## config.mk

```make
export PLATFORM = sky130hd
export DESIGN_NAME = csvsb_store
export DESIGN_NICKNAME = d
export VERILOG_FILES = /design/src/csvsb_pkg.sv /design/src/csvsb_store.sv
export VERILOG_INCLUDE_DIRS = /design/src /design/src/src
export SDC_FILE = /design/constraint.sdc
export NUM_CORES = 2
export LEC_CHECK = 0
export ABC_AREA = 0
export BUFFER_PORTS_ARGS = -buffer_cell sky130_fd_sc_hd__buf_2
export CAP_MARGIN = 10
export CORE_UTILIZATION = 45
export CTS_CLUSTER_DIAMETER = 60
export DETAILED_ROUTE_END_ITERATION = 8
export PLACE_DENSITY = 0.61
export SETUP_SLACK_MARGIN = 0.02
export SLEW_MARGIN = 40
export SYNTH_ARGS = -nofsm -noshare
export SYNTH_HDL_FRONTEND = slang
export SYNTH_MEMORY_MAX_BITS = 65536
export SYNTH_SLANG_ARGS = --single-unit
```

## constraint.sdc

```tcl
create_clock -name clk -period 12.5 [get_ports clk]
set_input_delay 1.25 -clock clk [delete_from_list [all_inputs] [get_ports clk]]
set_output_delay 1.25 -clock clk [all_outputs]
set_load 0.005 [all_outputs]
```

## src/csv_text_sample_builder_core_macros.svh

```systemverilog
// Assertion macros shared by the sample builder modules.
`ifndef CSV_TEXT_SAMPLE_BUILDER_CORE_MACROS_SVH
`define CSV_TEXT_SAMPLE_BUILDER_CORE_MACROS_SVH

`ifndef NO_ASSERTIONS

// same-cycle implication
`define CSVSB_ASSERT_NOW(lbl, clk, rst_n, ante, cons) \
	lbl: assert property (@(posedge clk) disable iff (!rst_n) (ante) |-> (cons)) \
		else $error("csvsb assertion failed");

// next-cycle implication
`define CSVSB_ASSERT_NEXT(lbl, clk, rst_n, ante, cons) \
	lbl: assert property (@(posedge clk) disable iff (!rst_n) (ante) |=> (cons)) \
		else $error("csvsb assertion failed");

`else

`define CSVSB_ASSERT_NOW(lbl, clk, rst_n, ante, cons)
`define CSVSB_ASSERT_NEXT(lbl, clk, rst_n, ante, cons)

`endif

`endif

```

## src/csvsb_pkg.sv

```systemverilog
package csvsb_pkg;

	// field widths
	localparam int MODE_W    = 2;
	localparam int CP_W      = 21;
	localparam int IDX_W     = 10;
	localparam int LIM_W     = 10;
	localparam int BYTE_W    = 8;
	localparam int OUT_LEN_W = 10;

	// beat layouts
	localparam int IN_DATA_W  = 32;
	localparam int OUT_DATA_W = 24;

	localparam logic [LIM_W-1:0] LIMIT_RESET = 10'd512;
	localparam int               LIMIT_MIN   = 4;

	// characters
	localparam logic [CP_W-1:0]   CH_QUOTE   = 21'h22;
	localparam logic [CP_W-1:0]   CH_COMMA   = 21'h2C;
	localparam logic [CP_W-1:0]   CH_SPACE   = 21'h20;
	localparam logic [CP_W-1:0]   CH_NBSP    = 21'hA0;
	localparam logic [BYTE_W-1:0] BYTE_SPACE = 8'h20;
	localparam logic [BYTE_W-1:0] BYTE_DOT   = 8'h2E;

	typedef enum logic [MODE_W-1:0] {
		MODE_START = 2'd0,
		MODE_PUSH  = 2'd1,
		MODE_READ  = 2'd2,
		MODE_NOP   = 2'd3
	} mode_t;

	// write list handed from control to the store
	typedef struct packed {
		logic                   load;
		logic [2:0]             app_cnt;
		logic [3:0][BYTE_W-1:0] app_bytes;
		logic                   cut;
		logic                   cut_space;
	} wr_cmd_t;

	// writer status
	typedef struct packed {
		logic idle;
		logic free_next;
	} wr_stat_t;

endpackage

```

## src/csvsb_store.sv

```systemverilog
`include "csv_text_sample_builder_core_macros.svh"

module csvsb_store
	import csvsb_pkg::*;
#(
	parameter int MAX_SAMPLE = 512,
	parameter int DEPTH      = MAX_SAMPLE + 4,
	parameter int AW         = $clog2(MAX_SAMPLE + 4)
) (
	input  logic              clk,
	input  logic              arst_n,
	input  wr_cmd_t           cmd,
	input  logic [AW-1:0]     app_pos,
	input  logic [AW-1:0]     cut_pos,
	input  logic              rd_en,
	input  logic [AW-1:0]     rd_addr,
	output logic [BYTE_W-1:0] rd_data,
	output wr_stat_t          stat
);

	logic [BYTE_W-1:0] mem [DEPTH];
	logic [BYTE_W-1:0] rd_data_q;

	// two write segments: appended bytes, then the cut marker
	logic [AW-1:0]          a_pos_q, b_pos_q;
	logic [3:0][BYTE_W-1:0] a_bytes_q, b_bytes_q;
	logic [2:0]             a_cnt_q, b_cnt_q;

	logic              a_act, b_act, we;
	logic [AW-1:0]     waddr;
	logic [BYTE_W-1:0] wdata;
	logic [3:0]        rem;

	assign a_act = (a_cnt_q != 3'd0);
	assign b_act = !a_act && (b_cnt_q != 3'd0);
	assign we    = a_act || b_act;
	assign waddr = a_act ? a_pos_q : b_pos_q;
	assign wdata = a_act ? a_bytes_q[0] : b_bytes_q[0];
	assign rem   = {1'b0, a_cnt_q} + {1'b0, b_cnt_q};

	assign stat.idle      = (rem == 4'd0);
	assign stat.free_next = (rem <= 4'd1);

	// write sequencer
	always_ff @(posedge clk or negedge arst_n) begin
		if (!arst_n) begin
			a_cnt_q <= '0;
			b_cnt_q <= '0;
		end else if (cmd.load) begin
			a_cnt_q <= cmd.app_cnt;
			b_cnt_q <= cmd.cut ? (cmd.cut_space ? 3'd4 : 3'd3) : 3'd0;
		end else if (a_act) begin
			a_cnt_q <= a_cnt_q - 3'd1;
		end else if (b_act) begin
			b_cnt_q <= b_cnt_q - 3'd1;
		end
	end

	// segment payload
	always_ff @(posedge clk) begin
		if (cmd.load) begin
			a_pos_q   <= app_pos;
			a_bytes_q <= cmd.app_bytes;
			b_pos_q   <= cut_pos;
			b_bytes_q <= cmd.cut_space ? {BYTE_DOT, BYTE_DOT, BYTE_DOT, BYTE_SPACE}
			                           : {8'h00, BYTE_DOT, BYTE_DOT, BYTE_DOT};
		end else if (a_act) begin
			a_pos_q   <= a_pos_q + AW'(1);
			a_bytes_q <= a_bytes_q >> BYTE_W;
		end else if (b_act) begin
			b_pos_q   <= b_pos_q + AW'(1);
			b_bytes_q <= b_bytes_q >> BYTE_W;
		end
	end

	// sample memory, one write and one registered read port
	always_ff @(posedge clk) begin
		if (we) begin
			mem[waddr] <= wdata;
		end
		if (rd_en) begin
			rd_data_q <= mem[rd_addr];
		end
	end

	assign rd_data = rd_data_q;

	// a new write list only lands when at most the old one's last byte is left to write
	`CSVSB_ASSERT_NOW(a_load_free, clk, arst_n, cmd.load, stat.free_next)
	// reads never race a pending write
	`CSVSB_ASSERT_NOW(a_read_idle, clk, arst_n, rd_en, stat.idle)

endmodule

```

# After elaboration in Yosys (flattened, before gate mapping)
# Memories as Yosys holds them, arrays and structs flattened. A register that Yosys moved wholly into a read port is not among the register bits.
# Cells that the tools add are included.
# Widths: inputs -> output; s select.
[word_totals]
mem_bits_rw = 4128
memories = 1
ff_bits = 90
inputBits = 71
out_inout_bits = 10
[classes]
eq_ne = 1
n_reduce_logical = 9
order_cmp = 1
n_mux = 22
n_addsub = 5
[mem_list]
columns = ["name", "words", "width", "read_ports", "rd_clocked_by_memory_dff", "wr", "line", "source"]
rows = [
  ["mem", 516, 8, 1, 1, 1, "csvsb_store.sv:21", "logic [BYTE_W-1:0] mem [DEPTH];"],
]
[op_table]
columns = ["op", "n"]
rows = [
  ["$mux 32", 5],
  ["$mux 10", 6],
  ["$mux 30", 1],
  ["$mux 3", 7],
  ["$add 10x1->10 const B", 2],
  ["$mux 8", 1],
  ["$reduce_bool 3->1", 2],
  ["$sub 3x1->3 const B", 2],
  ["$add 3x3->4", 1],
  ["$le 4x1->1 const B", 1],
  ["$logic_not 4->1", 1],
  ["$reduce_bool 2->1", 2],
  ["$mux 1", 2],
  ["$ne 2x2->1 const B", 1],
  ["$reduce_and 2->1", 1],
  ["$logic_and 1x1->1", 1],
  ["$logic_not 1->1", 1],
  ["$logic_or 1x1->1", 1],
]

# Depth between registers and ports, before layout
[logic_depth]
word_depth = 6
mapped_depth = 15

# Worst setup path after synthesis
# No wires, ideal clock.
[synth_path]
path_type = "flip-flop to flip-flop"
startpoint = "reg a_cnt_q[1]"
endpoint = "mem mem[0][0] (data pin)"
setup_time_ps = 1550
arrival_time_ps = 7841
path_buffers = 2
path_stages_with_launch = 7
setup_slack_ps = 3109
path_cell_list = "dfrtp_1 > inv_1 > ha_1 > nand2b_1 > clkbuf_1 > clkbuf_1 > and2_1"
[synth_between]
elab_chain_len = 2
[synth_rtl]
columns = ["item", "line", "source"]
rows = [
  ["from (decl)", "csvsb_store.sv:27", "logic [2:0] a_cnt_q, b_cnt_q;"],
  ["from (signal assigned)", "csvsb_store.sv:50", "a_cnt_q <= cmd.app_cnt;"],
  ["from (signal assigned)", "csvsb_store.sv:53", "a_cnt_q <= a_cnt_q - 3'd1;"],
  ["$reduce_bool 3->1", "csvsb_store.sv:34", "assign a_act = (a_cnt_q != 3'd0);"],
  ["$mux 8", "csvsb_store.sv:38", "assign wdata = a_act ? a_bytes_q[0] : b_bytes_q[0];"],
  ["named net wdata[0]", "csvsb_store.sv:31", "logic [BYTE_W-1:0] wdata;"],
  ["to (decl)", "csvsb_store.sv:21", ""],
]
# The timed path passes the listed nets, and every way through them passes these cells.

==> impl_results.md <==
- Status: complete, no violations
- CP endpoint kind: flop
- Worst Path Buf+Inv: 3
- Post-route ant nets: 0
- Area growth, synth to finish: 12.9%
- Final Critical Period: ~5.3 ns
- Synthesized cell area: 164,000 um2
- Fmax: between 150 and 200 MHz
- Slowest stage delay, CP: 0.86 ns
- Synthesized instance count: 7,777
- DR vias: just over 80,000
- Yosys synthesis warning count: 0
- Worst-Margin Slew: ~0.95 ns
- Post-CTS resize count: 0
- Cell Int Power: 24,800 uW
- Tot GR Track Use: ~25%
- Post-DP HPWL: 276,000 um
- Initial Utilization: around 45%
- Wirelength per Cell: 34.2 um
- Yosys top cell area share: between 70% and 80%
- Vias in the first global route: about 80,000
- Postcts setup bufs: 0
- Vias/cell: 6.22
- Port bufs: 80
- Combinational power share: 11.3%
- Clk_lat worst skew: approximately 0.99 ns
- Initial DRC Count: around 11,000
- DIE WIDTH: just over 600 um
- Slew Limit Headroom: a little under two fifths
- Initial antenna violation count: 39
- DRT Pass-1 Iters: 6
- Pin count of the biggest net entering global routing: about 200
- Fin nets: 8,112
- Die area: 367,000 um2
- Seq pwr share: 51.4%
- WS Path Type: in2reg
- Root buffer cell: clkbuf_16
- First-pass GRT wire length: 636,000 um
- Core Region: around 360,000 um2
- Clk network pwr share: 37.3%
- Period utilization: between 40 and 50%
- Switching share of power: about a quarter
- Pwr Density: between 150 and 200 nW/um2
- Reg2reg setup slack: around 8.0 ns
- Seq/Total Area, Yosys: around three quarters
- Seq cells post-synth: ~4,200
- Finish-stage setup viols: 0
- Hold buffers post-CTS: 0
- Hold_ws: 0.0893 ns
- Dominant cells by area after synthesis: edfxtp_1 77%, mux4_2 15%, nor2_1 1.4%, mux2i_1 1.3%, nand2_1 0.88%
- Post-Route Skew: around 0.059 ns
- Cell mode on critical path: mux4_2
- Syn_area_per_cell: between 20 and 25 um2
- Placed insts: about 12,000
- Primary FF master, synth: edfxtp_1
- Final design utilization: 51.1%
- Total routed wirelength: ~450,000 um
- Site Rows: 221
- Endpoints failing hold: 0
- Clk sinks: between 4,000 and 5,000
- Grt ovf: 0
- Max-slew violation count: 0
- Die Y: 606 um
- RSZ-0062 raised after global routing: no
- Area leader, netlist: edfxtp_1
- H-tree levels: 5
- Final Non-Filler Cells: approximately 13,000
- Syn nets: between 7,000 and 8,000
- CTS Buffer Depth: 4
- Slowest CP cell: a2111oi_2
- RD Place Congestion: between 0.8 and 0.9
- CTS tree: yes
- Ys async rst share: 0.143%
- Maximum fanout along the worst path: approximately 110
- Switch Pwr: 8360 uW
- Clock transition at path regs: approximately 0.06 ns
- Top Family by Delay on Critical Path: buffers and inverters
- Number of fill cells in the layout: approximately 28,000
- Worst path required time: about 13 ns
- Critical Path Start Type: primary input
- Share of cells above drive strength 1: 28.3%
- # DRC: 0
- WP data arrival: 6.05 ns
- Synth cell types: 78
- VDD IR-drop max: 0.130 mV
- Inserted Clock Buffers: between 400 and 500
- Type of the most critical hold path: in2async
- Setup tns final: 0 ns
- Max Cap Violations: 0
- I/O pins: a little over 80
- Leakage: around 0.057 uW
- Post-synth EDFFs: around 4,200
- Crit-path cells: buf_8 > buf_12 > buf_4 > mux4_2 > mux4_2 > mux2_2 > a2111oi_2 > a211oi_1 > a221o_1
==> layer usage <==
layer  wire length, um  up-vias  global-route usage, %
met3             45600      769                   5.12
met2            212000     4300                   38.3
met4             17200       18                   8.58
li1                  -    32800                      -
met5               121        -                      0
met1            176000    44100                   34.5
==> per-stage QoR <==
stage,power (uW),area [um2],worst slack [ns]
2_1_floorplan,20000,164000,3.11
3_3_place_gp,20800,170000,5.63
3_5_place_dp,21000,171000,6.22
4_1_cts,33300,185000,7.28
5_1_grt,34000,185000,7.21
6_report,33200,185000,7.16
==> synth_stat cells, drive strengths merged (14+ instances only) <==
| cell type | n |
|---|---|
| edfxtp | 4193 |
| mux4 | 1066 |
| nor2 | 619 |
| nand2 | 385 |
| buf | 298 |
| mux2i | 220 |
| clkbuf | 175 |
| nand3 | 120 |
| o21ai | 67 |
| o22ai | 65 |
| a21oi | 58 |
| o221ai | 54 |
| mux2 | 46 |
| nor3 | 42 |
| a31oi | 33 |
| and2 | 22 |
| and3 | 22 |
| a211oi | 21 |
| inv | 20 |
| nand2b | 17 |
| nor2b | 14 |
==> sequential cells by signal, indices dropped and copies added, names as in the netlist <==
register   cells
a_bytes_q     32
b_cnt_q        3
a_cnt_q        3
rd_data        8
b_bytes_q      5
b_pos_q       10
a_pos_q       10
mem         4128
==> path summary, 6_finish.rpt <==
check / start / to / depth (start not counted)
setup reg to reg: a_cnt_q[1] / mem[108][1] / 8
hold reg to reg: b_bytes_q[19] / b_bytes_q[11] / 1
min in group clk: cmd[34] / a_cnt_q[0] / 3
setup / recovery: rd_addr[1] / rd_data[1] / 9
max in group asynchronous: arst_n / a_cnt_q[1] / 1
hold / removal: arst_n / b_cnt_q[2] / 1
==> worst register-to-register path: stages, from the launching register on <==
cell and delay (ns):
dfrtp_1 0.43, inv_1 0.10, ha_1 0.19, nor2b_2 0.62, mux2i_1 0.41, nor2_1 0.76
nand3_4 0.53, buf_12 0.37, nor2_1 0.70
==> logic make-up after synthesis <==
kind of cell               Yosys count  synth area share (%)
AOI/OAI and AO/OA                  423                  1.81
xor gates and xnor gates            17                0.0907
adders and majority gates           10                0.0808
buffers and inverters              493                  1.63
DFF                               4199                  76.8
muxes                             1332                  16.3
and+or+nand+nor                   1303                  3.34
==> power groups by stage <==
stage / Sequential [uW] / Clock, uW / Combinational, uW
floorplan: 18200 / 0 / 1740
global placement: 17400 / 0 / 3390
detailed placement: 17400 / 0 / 3670
CTS: 17100 / 12500 / 3670
global route: 17100 / 13000 / 3900
finish: 17100 / 12400 / 3740
==> cells in the final DEF (no fill, tap or decap), types with 95 or more instances in the layout <==
| cell type | netlist | routed |
|---|---|---|
| clkinv_1 | 0 | 98 |
| mux2i_1 | 220 | 220 |
| clkbuf_16 | 0 | 439 |
| edfxtp_1 | 4193 | 4193 |
| nor2_1 | 619 | 327 |
| clkbuf_1 | 175 | 95 |
| nor2_2 | 0 | 289 |
| buf_4 | 60 | 121 |
| mux4_2 | 1066 | 1066 |
| nand2_1 | 385 | 375 |
==> layout make-up <==
type,count,area (um2),area share (%)
Antenna cell,13,32.5,0.0175
Clock buffer,534,11300,6.12
Clock inverter,244,2080,1.12
Inverter,20,95.1,0.0513
Multi-Input combinational cell,3085,36800,19.8
Sequential cell,4199,126000,68.0
Tap cell,4794,6000,3.23
Timing Repair Buffer,293,3050,1.65
Power figures use the tool's default switching activity.
