**src/csv_text_sample_builder_core_macros.svh**
```systemverilog
// Assertion macros shared by the sample builder modules.
`ifndef CSV_TEXT_SAMPLE_BUILDER_CORE_MACROS_SVH
`define CSV_TEXT_SAMPLE_BUILDER_CORE_MACROS_SVH

`ifndef NO_ASSERTIONS

// same-cycle implication
`define CSVSB_ASSERT_NOW(lbl, clk, rst_n, ante, cons) \
	lbl: assert property (@(posedge clk) disable iff (!rst_n) (ante) |-> (cons)) \
		else $error("csvsb assertion failed");

// next-cycle implication
`define CSVSB_ASSERT_NEXT(lbl, clk, rst_n, ante, cons) \
	lbl: assert property (@(posedge clk) disable iff (!rst_n) (ante) |=> (cons)) \
		else $error("csvsb assertion failed");

`else

`define CSVSB_ASSERT_NOW(lbl, clk, rst_n, ante, cons)
`define CSVSB_ASSERT_NEXT(lbl, clk, rst_n, ante, cons)

`endif

`endif

```
**src/csvsb_pkg.sv**
```systemverilog
package csvsb_pkg;

	// field widths
	localparam int MODE_W    = 2;
	localparam int CP_W      = 21;
	localparam int IDX_W     = 10;
	localparam int LIM_W     = 10;
	localparam int BYTE_W    = 8;
	localparam int OUT_LEN_W = 10;

	// beat layouts
	localparam int IN_DATA_W  = 32;
	localparam int OUT_DATA_W = 24;

	localparam logic [LIM_W-1:0] LIMIT_RESET = 10'd512;
	localparam int               LIMIT_MIN   = 4;

	// characters
	localparam logic [CP_W-1:0]   CH_QUOTE   = 21'h22;
	localparam logic [CP_W-1:0]   CH_COMMA   = 21'h2C;
	localparam logic [CP_W-1:0]   CH_SPACE   = 21'h20;
	localparam logic [CP_W-1:0]   CH_NBSP    = 21'hA0;
	localparam logic [BYTE_W-1:0] BYTE_SPACE = 8'h20;
	localparam logic [BYTE_W-1:0] BYTE_DOT   = 8'h2E;

	typedef enum logic [MODE_W-1:0] {
		MODE_START = 2'd0,
		MODE_PUSH  = 2'd1,
		MODE_READ  = 2'd2,
		MODE_NOP   = 2'd3
	} mode_t;

	// write list handed from control to the store
	typedef struct packed {
		logic                   load;
		logic [2:0]             app_cnt;
		logic [3:0][BYTE_W-1:0] app_bytes;
		logic                   cut;
		logic                   cut_space;
	} wr_cmd_t;

	// writer status
	typedef struct packed {
		logic idle;
		logic free_next;
	} wr_stat_t;

endpackage

```
**src/csvsb_ctrl.sv**
```systemverilog
`include "csv_text_sample_builder_core_macros.svh"

module csvsb_ctrl
	import csvsb_pkg::*;
#(
	parameter int MAX_SAMPLE = 512,
	parameter int AW         = $clog2(MAX_SAMPLE + 4),
	parameter int LEN_W      = (AW > IDX_W) ? AW : IDX_W
) (
	input  logic             clk,
	input  logic             arst_n,
	input  logic             step,
	input  mode_t            mode,
	input  logic [CP_W-1:0]  code_point,
	input  logic [LIM_W-1:0] sample_limit,
	output logic [LEN_W-1:0] length,
	output logic             closed,
	output wr_cmd_t          cmd,
	output logic [AW-1:0]    app_pos,
	output logic [AW-1:0]    cut_pos
);

	logic [LEN_W-1:0] len_q, word_end_q;
	logic             in_quotes_q, after_space_q, quote_pend_q, closed_q;

	logic [LEN_W-1:0] n_len, n_we;
	logic             n_inq, n_as, n_qp, n_closed;

	logic [LEN_W-1:0] lim, lim_ext, len_sum, cut_tmp;
	logic [CP_W-1:0]  ch;
	logic             go, app;
	logic [2:0]       cnt;
	logic [3:0][BYTE_W-1:0] bytes;

	// clamp the limit into [4, MAX_SAMPLE]
	always_comb begin
		lim_ext = LEN_W'(sample_limit);
		if (lim_ext < LEN_W'(LIMIT_MIN)) begin
			lim = LEN_W'(LIMIT_MIN);
		end else if (lim_ext > LEN_W'(MAX_SAMPLE)) begin
			lim = LEN_W'(MAX_SAMPLE);
		end else begin
			lim = lim_ext;
		end
	end

	// next state and write list for one item
	always_comb begin
		n_len    = len_q;
		n_we     = word_end_q;
		n_inq    = in_quotes_q;
		n_as     = after_space_q;
		n_qp     = quote_pend_q;
		n_closed = closed_q;
		ch       = code_point;
		go       = 1'b0;
		app      = 1'b0;
		cnt      = '0;
		bytes    = '0;
		len_sum  = len_q;
		cut_tmp  = '0;
		cmd      = '0;
		unique case (mode)
			MODE_START: begin
				n_len    = '0;
				n_we     = '0;
				n_inq    = 1'b0;
				n_as     = 1'b1;
				n_qp     = 1'b0;
				n_closed = 1'b0;
			end
			MODE_PUSH: begin
				if (!closed_q) begin
					go = 1'b1;
					// quote handling
					if (quote_pend_q) begin
						n_qp = 1'b0;
						if (code_point != CH_QUOTE) begin
							n_inq = 1'b0;
							if (code_point == CH_COMMA) ch = CH_SPACE;
						end
					end else if (!in_quotes_q) begin
						if (code_point == CH_QUOTE) begin
							n_inq = 1'b1;
							go    = 1'b0;
						end else if (code_point == CH_COMMA) begin
							ch = CH_SPACE;
						end
					end else if (code_point == CH_QUOTE) begin
						n_qp = 1'b1;
						go   = 1'b0;
					end

					if (go) begin
						if (ch <= CH_SPACE || ch == CH_NBSP) begin
							// whitespace run collapses to one space
							if (!after_space_q) begin
								n_we     = len_q;
								bytes[0] = BYTE_SPACE;
								cnt      = 3'd1;
								n_as     = 1'b1;
								app      = 1'b1;
							end
						end else begin
							// UTF-8 encode
							app  = 1'b1;
							n_as = 1'b0;
							if (ch < 21'h80) begin
								bytes[0] = {1'b0, ch[6:0]};
								cnt      = 3'd1;
							end else if (ch < 21'h800) begin
								bytes[0] = {3'b110, ch[10:6]};
								bytes[1] = {2'b10, ch[5:0]};
								cnt      = 3'd2;
							end else if (ch < 21'h10000) begin
								bytes[0] = {4'b1110, ch[15:12]};
								bytes[1] = {2'b10, ch[11:6]};
								bytes[2] = {2'b10, ch[5:0]};
								cnt      = 3'd3;
							end else begin
								bytes[0] = {5'b11110, ch[20:18]};
								bytes[1] = {2'b10, ch[17:12]};
								bytes[2] = {2'b10, ch[11:6]};
								bytes[3] = {2'b10, ch[5:0]};
								cnt      = 3'd4;
							end
						end

						if (app) begin
							len_sum       = len_q + LEN_W'(cnt);
							n_len         = len_sum;
							cmd.load      = step;
							cmd.app_cnt   = cnt;
							cmd.app_bytes = bytes;
							// limit reached: cut and close
							if (len_sum >= lim) begin
								n_closed = 1'b1;
								cmd.cut  = 1'b1;
								if (n_we <= (lim >> 1) || n_we >= lim) begin
									cut_tmp       = lim - LEN_W'(3);
									n_len         = lim;
									cmd.cut_space = 1'b0;
								end else begin
									cut_tmp       = n_we;
									n_len         = n_we + LEN_W'(4);
									cmd.cut_space = 1'b1;
								end
							end
						end
					end
				end
			end
			MODE_READ: begin
			end
			MODE_NOP: begin
			end
		endcase
	end

	assign app_pos = len_q[AW-1:0];
	assign cut_pos = cut_tmp[AW-1:0];
	assign length  = len_q;
	assign closed  = closed_q;

	// control state
	always_ff @(posedge clk or negedge arst_n) begin
		if (!arst_n) begin
			len_q         <= '0;
			word_end_q    <= '0;
			in_quotes_q   <= 1'b0;
			after_space_q <= 1'b1;
			quote_pend_q  <= 1'b0;
			closed_q      <= 1'b0;
		end else if (step) begin
			len_q         <= n_len;
			word_end_q    <= n_we;
			in_quotes_q   <= n_inq;
			after_space_q <= n_as;
			quote_pend_q  <= n_qp;
			closed_q      <= n_closed;
		end
	end

	// a closed sample ignores pushes
	`CSVSB_ASSERT_NEXT(a_closed_hold, clk, arst_n, closed_q && step && mode == MODE_PUSH, $stable(len_q) && closed_q)
	// an open sample stays below the cap
	`CSVSB_ASSERT_NOW(a_open_len, clk, arst_n, !closed_q, len_q < LEN_W'(MAX_SAMPLE))

endmodule

```
**config.mk**
```make
export PLATFORM = sky130hd
export DESIGN_NAME = csvsb_ctrl
export DESIGN_NICKNAME = d
export VERILOG_FILES = /design/src/csvsb_pkg.sv /design/src/csvsb_ctrl.sv
export VERILOG_INCLUDE_DIRS = /design/src /design/src/src
export SDC_FILE = /design/constraint.sdc
export NUM_CORES = 1
export LEC_CHECK = 0
export BUFFER_PORTS_ARGS = -buffer_cell sky130_fd_sc_hd__buf_4
export CAP_MARGIN = 20
export CORE_UTILIZATION = 40
export DETAILED_ROUTE_END_ITERATION = 10
export GPL_TIMING_DRIVEN = 0
export SLEW_MARGIN = 20
export SYNTH_ARGS = -nofsm -noshare
export SYNTH_HDL_FRONTEND = slang
export SYNTH_SLANG_ARGS = --single-unit
export TNS_END_PERCENT = 10
```
**constraint.sdc**
```tcl
create_clock -name clk -period 17.3 [get_ports clk]
set_input_delay 1.73 -clock clk [delete_from_list [all_inputs] [get_ports clk]]
set_output_delay 1.73 -clock clk [all_outputs]
set_load 0.03 [all_outputs]
```
## After elaboration in Yosys (flattened, before gate mapping)

Cells that the tools add are included.

- $add $sub $neg: 3
- Multipliers: 0
- Divide/modulo/power cells: 0
- $lt $le $gt $ge: 9
- Equality and inequality tests: 9
- Shifts and indexed selects: 0
- Multiplexer cells: 80
- Bitwise logic cells: 0
- Reductions and logical operators: 9

Operators by type and width:

| kind | count |
|---|---|
| 10-bit 2-to-1 mux | 20 |
| 38-bit 2-to-1 mux | 4 |
| 21-bit 2-to-1 mux | 7 |
| 24-bit 2-to-1 mux | 2 |
| 21-bit by 6-bit == test with 1-bit output (second input constant) | 2 |
| 10-bit case mux with 2 select lines | 2 |
| 16-bit 2-to-1 mux | 2 |
| 1-bit 2-to-1 mux | 26 |
| 8-bit 2-to-1 mux | 3 |
| 22-bit 2-to-1 mux | 1 |
| 21-bit by 8-bit == test with 1-bit output (second input constant) | 1 |
| 21-bit by 6-bit <= comparator with 1-bit output (second input constant) | 1 |
| 21-bit by 12-bit < comparator with 1-bit output (second input constant) | 1 |
| 21-bit by 17-bit < comparator with 1-bit output (second input constant) | 1 |
| 21-bit by 8-bit < comparator with 1-bit output (second input constant) | 1 |
| 3-bit 2-to-1 mux | 7 |
| 21-bit by 6-bit inequality test with 1-bit output (second input constant) | 1 |
| 10-bit >= comparator | 2 |
| 10-bit by 3-bit adder with 10-bit output | 1 |
| 10-bit by 3-bit adder with 10-bit output (second input constant) | 1 |
| 10-bit > comparator (second input constant) | 1 |
| 10-bit by 9-bit <= comparator with 1-bit output | 1 |
| 10-bit by 3-bit < comparator with 1-bit output (second input constant) | 1 |
| 10-bit by 2-bit subtractor with 10-bit output (second input constant) | 1 |
| other kinds (13) | 20 |

- Bits in registers: 24
- Latch bits: 0
- RAM bits: 0
- ROM bits: 0
- Output and inout port bits: 69
- Logic and storage cells: 116
- Memories kept: 0

## Logic depth before layout (Yosys ltp)

Gate-level depths: netlist of run 1.

- Depth after elaboration: 22
- Mapped depth: 23

## Least setup slack after synthesis of run 1

OpenSTA, ideal clock, no wires.

- Kind: input port to output port
- Start: in code_point[14]
- End: out cut_pos[7]
- Data arrival time: 7.240 ns
- Setup slack: 8.330 ns
- Stages: 21
- Buffers on the path: 2
- Cells stage by stage: or4_4 > nor4_1 > nand2_1 > or3_1 > o21ai_0 > nor2_1 > ha_1 > a21o_1 > a21oi_1 > or3_1 > clkbuf_1 > nor2_1 > xor2_1 > ha_1 > o21a_1 > o211ai_1 > a2111oi_0 > a2111o_1 > nand3_1 > clkbuf_1 > a311oi_1

- Longest elaborated chain between the ends: 22
- Elaborated cells between the ends (all ways): 46
- Those cells by class: add/sub: 1; order compare: 7; eq/ne: 4; mux: 32; reduce/logical: 2

Ends and longest elaborated chain:

| what | RTL line | source |
|---|---|---|
| start: declaration | csvsb_ctrl.sv:14 | `input logic [CP_W-1:0] code_point,` |
| 21-bit by 6-bit == test with 1-bit output | csvsb_ctrl.sv:80, csvsb_ctrl.sv:86 |  |
| 21-bit 2-to-1 mux | csvsb_ctrl.sv:80, csvsb_ctrl.sv:86 |  |
| 21-bit 2-to-1 mux | csvsb_ctrl.sv:83 | `if (code_point == CH_QUOTE) begin` |
| 21-bit 2-to-1 mux | csvsb_ctrl.sv:82 | `end else if (!in_quotes_q) begin` |
| 21-bit 2-to-1 mux | csvsb_ctrl.sv:76 | `if (quote_pend_q) begin` |
| 21-bit 2-to-1 mux | csvsb_ctrl.sv:73 | `if (!closed_q) begin` |
| 21-bit 2-to-1 mux | csvsb_ctrl.sv:63 | `unique case (mode)` |
| 21-bit by 17-bit < comparator with 1-bit output | csvsb_ctrl.sv:115 | `end else if (ch < 21'h10000) begin` |
| [... 6 more ...] | - |  |
| 3-bit 2-to-1 mux | csvsb_ctrl.sv:63 |  |
| 10-bit by 3-bit adder with 10-bit output | csvsb_ctrl.sv:130 | `len_sum = len_q + LEN_W'(cnt);` |
| 10-bit >= comparator | csvsb_ctrl.sv:136 | `if (len_sum >= lim) begin` |
| 10-bit 2-to-1 mux | csvsb_ctrl.sv:136 |  |
| 10-bit 2-to-1 mux | csvsb_ctrl.sv:129 | `if (app) begin` |
| 10-bit 2-to-1 mux * | csvsb_ctrl.sv:94 | `if (go) begin` |
| 10-bit 2-to-1 mux * | csvsb_ctrl.sv:73 |  |
| 10-bit 2-to-1 mux * | csvsb_ctrl.sv:63 |  |
| end: declaration | csvsb_ctrl.sv:20 | `output logic [AW-1:0] cut_pos` |

Every way passes the cells marked *; elsewhere a longest branch is shown, timed or not. The select of a mux whose other input is x is not followed.

## Worst setup path in the final report of run 1

Ends and elaborated chain as after synthesis.

==> impl_metrics.toml, run 1 <==
[power_and_ir_drop]
p_sw_w = 0.0001241
p_seq_frac = 0.258
switching_share = 0.4508
internal_power_w = 0.0001512
combPwrFrac = 0.556
pwr-share-clk = 0.185
powerDensity_mw_per_mm2 = 61.41
power.total_w = 0.0002753
ir_drop_v = 0.00002849
leakage_nw = 2.240

[placement]
dp_hpwl_um = 9820
routabilityCongestion = 0.9557
dpl-instance-area_sq_mm = 0.004405
io_buffers = 100

[setup_path]
worstPathRequired_ns = 15.57
cp-end-kind = "output pin"
worstPathArrival_ns = 8.17
slowest_stage = "nor4_2"
cp_max_fo = 10
critPathLaunchType = "input port"
critical_path.cell_chain = "buf_4, or4_4, nor4_2, nand2_1, or3_1, o21ai_0, nor2_1, ha_1, a21o_1, a21oi_1, or3_1, clkbuf_1, nor2_1, xor2_1, ha_1, o21a_1, o211ai_1, a2111oi_0, a2111o_1, nand3_1, clkbuf_1, a311oi_1, buf_4"
crit_path_max_incr_delay_ns = 0.62
critPathKind = "input port to output pin"

[logic_synthesis]
avgSynthCellArea_sq_um = 7.386
synth_flop_cell = "dfrtp_1"
ys_warn_count = 0
syn_area_sq_mm = 0.003516
ys_types = 59
ys_seq_area_frac = 0.1712
synth_top_area_share = 0.1637
async_flop_share = 1.000
synth_edf_count = 0
synth.area.top_cells = "dfrtp_1 (16%), ha_1 (12%), nor2_1 (6.4%), nand2_1 (5.4%), mux2i_1 (4.6%)"
yosysMostFrequentCell = "nor2_1"
synth_top_area_cell = "dfrtp_1"
syn_inst = 476
synth_common_cells = "nor2_1 (60), nand2_1 (51), ha_1 (34)"
ys_ff_latch = 24

[global_routing]
antenna_found_initial = 0
first_global_vias = 3829
use_met2 = 0.4655
grt_busiest_layer = "met2"
grt.total_usage = 0.2736
grt_pass1_wl_um = 19440
use_met1 = 0.3584
grt_start_max_net_pins = 25
overflow = 0
use_met3 = 0.02607

[sta]
setup_viol = 0
layout_min_cycle_time_ns = 9.896
whs_ns = 0.5004
maxSlewViolCount = 0
rsz0062_at_grt = "no"
slew-limit-headroom = 0.5214
fmax_mhz = 101.0
tns_ns = 0
tightest_slew_ns = 0.7120
final.setup_skew_ns = 0.005106
hold_violations = 0
period_share = 0.5721

[die]
coreArea_sq_mm = 0.008341
io_pins = 105
start_util = 0.4215
fp-row-count = 33
die_area_sq_mm = 0.009169
fp.dieH_um = 95.76
dieWidth_um = 95.76

[cells_and_area]
nFillCells = 840
regArea_sq_um = 601.8
drive_gt1_frac = 0.2405
multiInputGateArea_sq_mm = 0.002613
design_area_sq_mm = 0.004483
nets = 654
diodes = 0
syn_to_final_growth_pct = 27.51

[clock_tree]
cts_hold_buffers = 0
cts.clk_slew.worst_paths_ns = 0.09
cts_resized = 0
clkSinkCount = 24
clk_path_buf_depth = 2
numCtsBuffers = 3
cts_tree = "built"
cts_setup_buffers = 0
root_buffer = "clkbuf_8"
cts_htree_levels = 1
clk_latency_ns = 0.28

[status]
run_status = "finished clean"

[drt]
drt_pass1_iterations = 5
drt_iter0_drc = 235
num_vias = 3952
ant_nets = 0
drc = 0
drt-total-wl_um = 12050
routedWlPerCell_um = 17.54
viasPerCell = 5.753

[flow_run]
drv_cap = 0

[hold_path]
hold_path_class = "flip-flop to flip-flop"
-- routing by layer --
metal / routed length [um] / up-vias
met3: 605 / 33
met2: 5772 / 161
met1: 5306 / 1853
li1: - / 1905
met5: 0 / -
met4: 367 / 0
-- power groups by stage --
stage / registers, W / logic [W] / clock network [W]
6_report: 0.0000711 / 0.000153 / 0.0000510
5_1_grt: 0.0000723 / 0.000166 / 0.0000543
4_1_cts: 0.0000712 / 0.000153 / 0.0000518
3_5_place_dp: 0.0000722 / 0.000152 / 0
3_3_place_gp: 0.0000720 / 0.000151 / 0
2_1_floorplan: 0.0000783 / 0.0000883 / 0
-- final timing paths --
kind / cells after the start / slack [ns] / endpoint / start
max: 23 / 7.40 / cut_pos[7] / code_point[14]
min: 1 / 0.50 / word_end_q[1]$_DFFE_PN0P_ / word_end_q[1]$_DFFE_PN0P_
max reg2reg: 21 / 11.83 / app_pos[9]$_DFFE_PN0P_ / quote_pend_q$_DFFE_PN0P_
min reg2reg: 1 / 0.50 / word_end_q[1]$_DFFE_PN0P_ / word_end_q[1]$_DFFE_PN0P_
max in group asynchronous: 1 / 15.66 / after_space_q$_DFFE_PN1P_ / arst_n
min in group asynchronous: 1 / 1.35 / in_quotes_q$_DFFE_PN0P_ / arst_n
-- flip-flops by register name, indices dropped and copies added (netlist names) --
register / flops
app_pos: 10
in_quotes_q: 1
quote_pend_q: 1
word_end_q: 10
closed: 1
after_space_q: 1
-- layout by cell type, fill, tap and decap left out, types with 3 or more instances in the layout --
cell and count:
nand4_1 6, nor3_1 14, nand3_1 13, a22oi_1 9, xor2_1 7, o21ai_0 28
mux2i_1 16, nand2_1 51, ha_1 34, or3_1 4, a31oi_1 5, inv_1 29
buf_4 115, nor2_1 60, a32o_1 3, and2_1 5, xnor2_1 14, a311oi_1 5
mux2_4 3, and3_1 5, nor4_1 8, a211oi_1 9, conb_1 3, dfrtp_1 23
a21o_1 8, clkbuf_1 17, buf_2 3, clkbuf_8 3, nor2b_1 5, a21oi_1 24
nand2b_1 10
-- worst max-delay path: cells and delay by family --
| kind | cells | cell delay [ns] |
|---|---|---|
| adder cells (fa/ha/maj) | 2 | 0.59 |
| AND/OR/NAND/NOR | 8 | 2.65 |
| AO/OA/AOI/OAI | 8 | 2.18 |
| buffers and inverters | 4 | 0.87 |
| XOR/XNOR | 1 | 0.16 |
-- cells by family (layout without fill, tap and decap cells) --
family	Yosys count	count (layout)	share of synthesized area
flops	24	24	0.1712
simple gates	191	191	0.2559
buf+inv	66	170	0.08968
compound gates	116	116	0.2352
fa+ha+maj	35	35	0.1267
mux	22	22	0.06797
other cells	1	3	0.001067
xor+xnor	21	21	0.05231
-- final cells by class --
type,count,share of cell area
Tap cell,105,0.02931
Sequential cell,24,0.1342
Clock inverter,1,0.006698
Inverter,30,0.02512
Clock buffer,3,0.009210
Multi-Input combinational cell,388,0.5828
Timing Repair Buffer,100,0.1675
Buffer,36,0.04521
-- stage by stage --
stage | util | worst slack [ns] | std cells
finish | 0.5375 | 7.404 | 687
global route | 0.5375 | 7.016 | 687
CTS | 0.5368 | 7.121 | 687
detailed placement | 0.5282 | 7.157 | 683
global placement | 0.5282 | 6.981 | 683
floorplan | - | 8.330 | 478
Note: power is estimated with default switching activity, not from simulation.
==> run 2, diff against run 1 <==
--- a/config.mk
+++ b/config.mk
@@ -11,6 +11,7 @@
 export CORE_UTILIZATION = 40
 export DETAILED_ROUTE_END_ITERATION = 10
 export GPL_TIMING_DRIVEN = 0
+export PLACE_DENSITY = 0.67
 export SLEW_MARGIN = 20
 export SYNTH_ARGS = -nofsm -noshare
 export SYNTH_HDL_FRONTEND = slang
==> constraint.sdc (replaced) <==
create_clock -name clk -period 8.3 [get_ports clk]
set_input_delay 0.83 -clock clk [delete_from_list [all_inputs] [get_ports clk]]
set_output_delay 0.83 -clock clk [all_outputs]
set_load 0.03 [all_outputs]
==> run 2 against run 1 <==
Worst setup slack lost 7.0 ns. Flip-flop and latch count unchanged. Hold slack worse by 0.055 ns. Sequential share of layout area about the same. Critical path depth increased by 1. Combinational power rose by 110%. First-iteration DRC count rose by 4.3%. Sequential power rose by 110%. Clock power grew 110%.
==> impl_metrics.toml, run 2 (synthesis gave the netlist of run 1 again) <==
[status]
run_status = "finished clean"

[sta]
period_share = 0.9521
rsz0062_at_grt = "no"
setup_viol = 0
layout_min_cycle_time_ns = 7.902
hold_violations = 0
maxSlewViolCount = 0
slew-limit-headroom = 0.5161
tns_ns = 0
fmax_mhz = 126.6
final.setup_skew_ns = 0.002188
tightest_slew_ns = 0.7259

[placement]
dpl-instance-area_sq_mm = 0.004405
io_buffers = 100
routabilityCongestion = 0.9351
dp_hpwl_um = 9189

[cells_and_area]
mostFrequentLayoutCell = "buf_4"
nets = 654
nFillCells = 824
design_area_sq_mm = 0.004493
drive_gt1_frac = 0.2405
layout_common_cells = "buf_4 (115), nor2_1 (60), nand2_1 (51), ha_1 (34), inv_1 (29)"
syn_to_final_growth_pct = 27.79
diodes = 0

[die]
die_area_sq_mm = 0.009169
dieWidth_um = 95.76
fp.dieH_um = 95.76
coreArea_sq_mm = 0.008341
io_pins = 105
start_util = 0.4215
fp-row-count = 33

[power_and_ir_drop]
leakage_nw = 2.244
powerDensity_mw_per_mm2 = 126.2
power.total_w = 0.0005672
ir_drop_v = 0.00006362

[drt]
drt_pass1_iterations = 5
drt-total-wl_um = 11370
ant_nets = 0
drt_iter0_drc = 245
routedWlPerCell_um = 16.55
viasPerCell = 5.716
drc = 0
num_vias = 3927

[setup_path]
critPathKind = "input port to output pin"
rr_startpoint = "quote_pend_q$_DFFE_PN0P_"
worstPathRequired_ns = 7.47
r2r-end = "app_pos[3]$_DFFE_PN0P_"
cp-end-kind = "output pin"
reg2reg_depth = 21
reg2reg_slack_ns = 2.94
endpoint = "cut_pos[6]"
crit_start = "code_point[14]"
worstPathArrival_ns = 7.07
cp_max_fo = 10
critPathLaunchType = "input port"

[clock_tree]
cts_tree = "built"
clkSinkCount = 24
numCtsBuffers = 3
clk_path_buf_depth = 2
cts.clk_slew.worst_paths_ns = 0.09
root_buffer = "clkbuf_8"
clk_latency_ns = 0.27
cts_htree_levels = 1
cts_setup_buffers = 0

[global_routing]
grt_pass1_wl_um = 18010
first_global_vias = 3777
grt_start_max_net_pins = 25
overflow = 0
antenna_found_initial = 0
grt.total_usage = 0.2509

[hold_path]
hold_path_class = "input port to async pin"

[flow_run]
drv_cap = 0
[run 2: layout make-up]
class                           count  area [sq um]  share of cell area
Tap cell                          105         131.4             0.02924
Buffer                             36         202.7             0.04511
Timing Repair Buffer              100         750.7              0.1671
Multi-Input combinational cell    388          2623              0.5837
Sequential cell                    24         601.8              0.1339
Clock buffer                        3         41.29            0.009190
Inverter                           30         112.6             0.02506
Clock inverter                      1         30.03            0.006683
[run 2: how the worst min path moves through the flow]
| stage | startpoint | to | slack (ns) |
|---|---|---|---|
| floorplan | word_end_q[0]$_DFFE_PN0P_ | word_end_q[0]$_DFFE_PN0P_ | 0.45 |
| global placement | word_end_q[0]$_DFFE_PN0P_ | word_end_q[0]$_DFFE_PN0P_ | 0.47 |
| detailed placement | word_end_q[1]$_DFFE_PN0P_ | word_end_q[1]$_DFFE_PN0P_ | 0.49 |
| CTS | arst_n | quote_pend_q$_DFFE_PN0P_ | 0.45 |
| global route | arst_n | quote_pend_q$_DFFE_PN0P_ | 0.45 |
| finish | arst_n | quote_pend_q$_DFFE_PN0P_ | 0.45 |
[run 2: critical path: stages]
cell and delay [ns]:
buf_4 0.13, or4_4 0.57, nor4_4 0.43, nand2_1 0.28, or3_1 0.46, o21ai_0 0.36
nor2_1 0.13, nor2_1 0.20, ha_1 0.22, a21o_1 0.13, a21oi_1 0.12, or3_1 0.33
clkbuf_1 0.18, nor2_1 0.27, xor2_1 0.12, ha_1 0.30, o21a_1 0.11, o211ai_1 0.11
a2111oi_1 0.42, a2111o_1 0.35, nand3_1 0.26, clkbuf_1 0.30, a211oi_1 0.26, buf_4 0.21
[run 2: repair_timing]
item / CTS / global route
hold buffers: 0 / 0
hold endpoints to repair: 0 / 0
cloned: 0 / 0
resized for setup: 1 / 2
setup endpoints to repair: 6 / 10
[run 2: routing by layer]
| metal | up-vias | global-route usage | share of wire |
|---|---|---|---|
| li1 | 1906 | - | - |
| met1 | 1843 | 0.3259 | 0.44 |
| met2 | 161 | 0.4405 | 0.48 |
| met3 | 17 | 0.02054 | 0.059 |
| met4 | 0 | 0.07711 | 0.017 |
| met5 | - | 0 | 0 |
[run 2: power by group]
part           internal (W)  leakage (nW)  switching, W
sequential         0.000129         0.329     0.0000168
clock             0.0000646        0.0357     0.0000400
combinational      0.000121          1.88      0.000195
total              0.000315          2.24      0.000252
[run 2: stage by stage]
step	utilization	setup slack [ns]	instances	hold WS, ns
final	0.5387	0.3980	687	0.4450
after global routing	0.5387	0.02611	687	0.4545
after CTS	0.5375	0.3027	687	0.4525
after detailed placement	0.5282	0.003067	683	0.4877
after global placement	0.5282	-0.03399	683	0.4695
after floorplan	-	1.130	478	0.4492
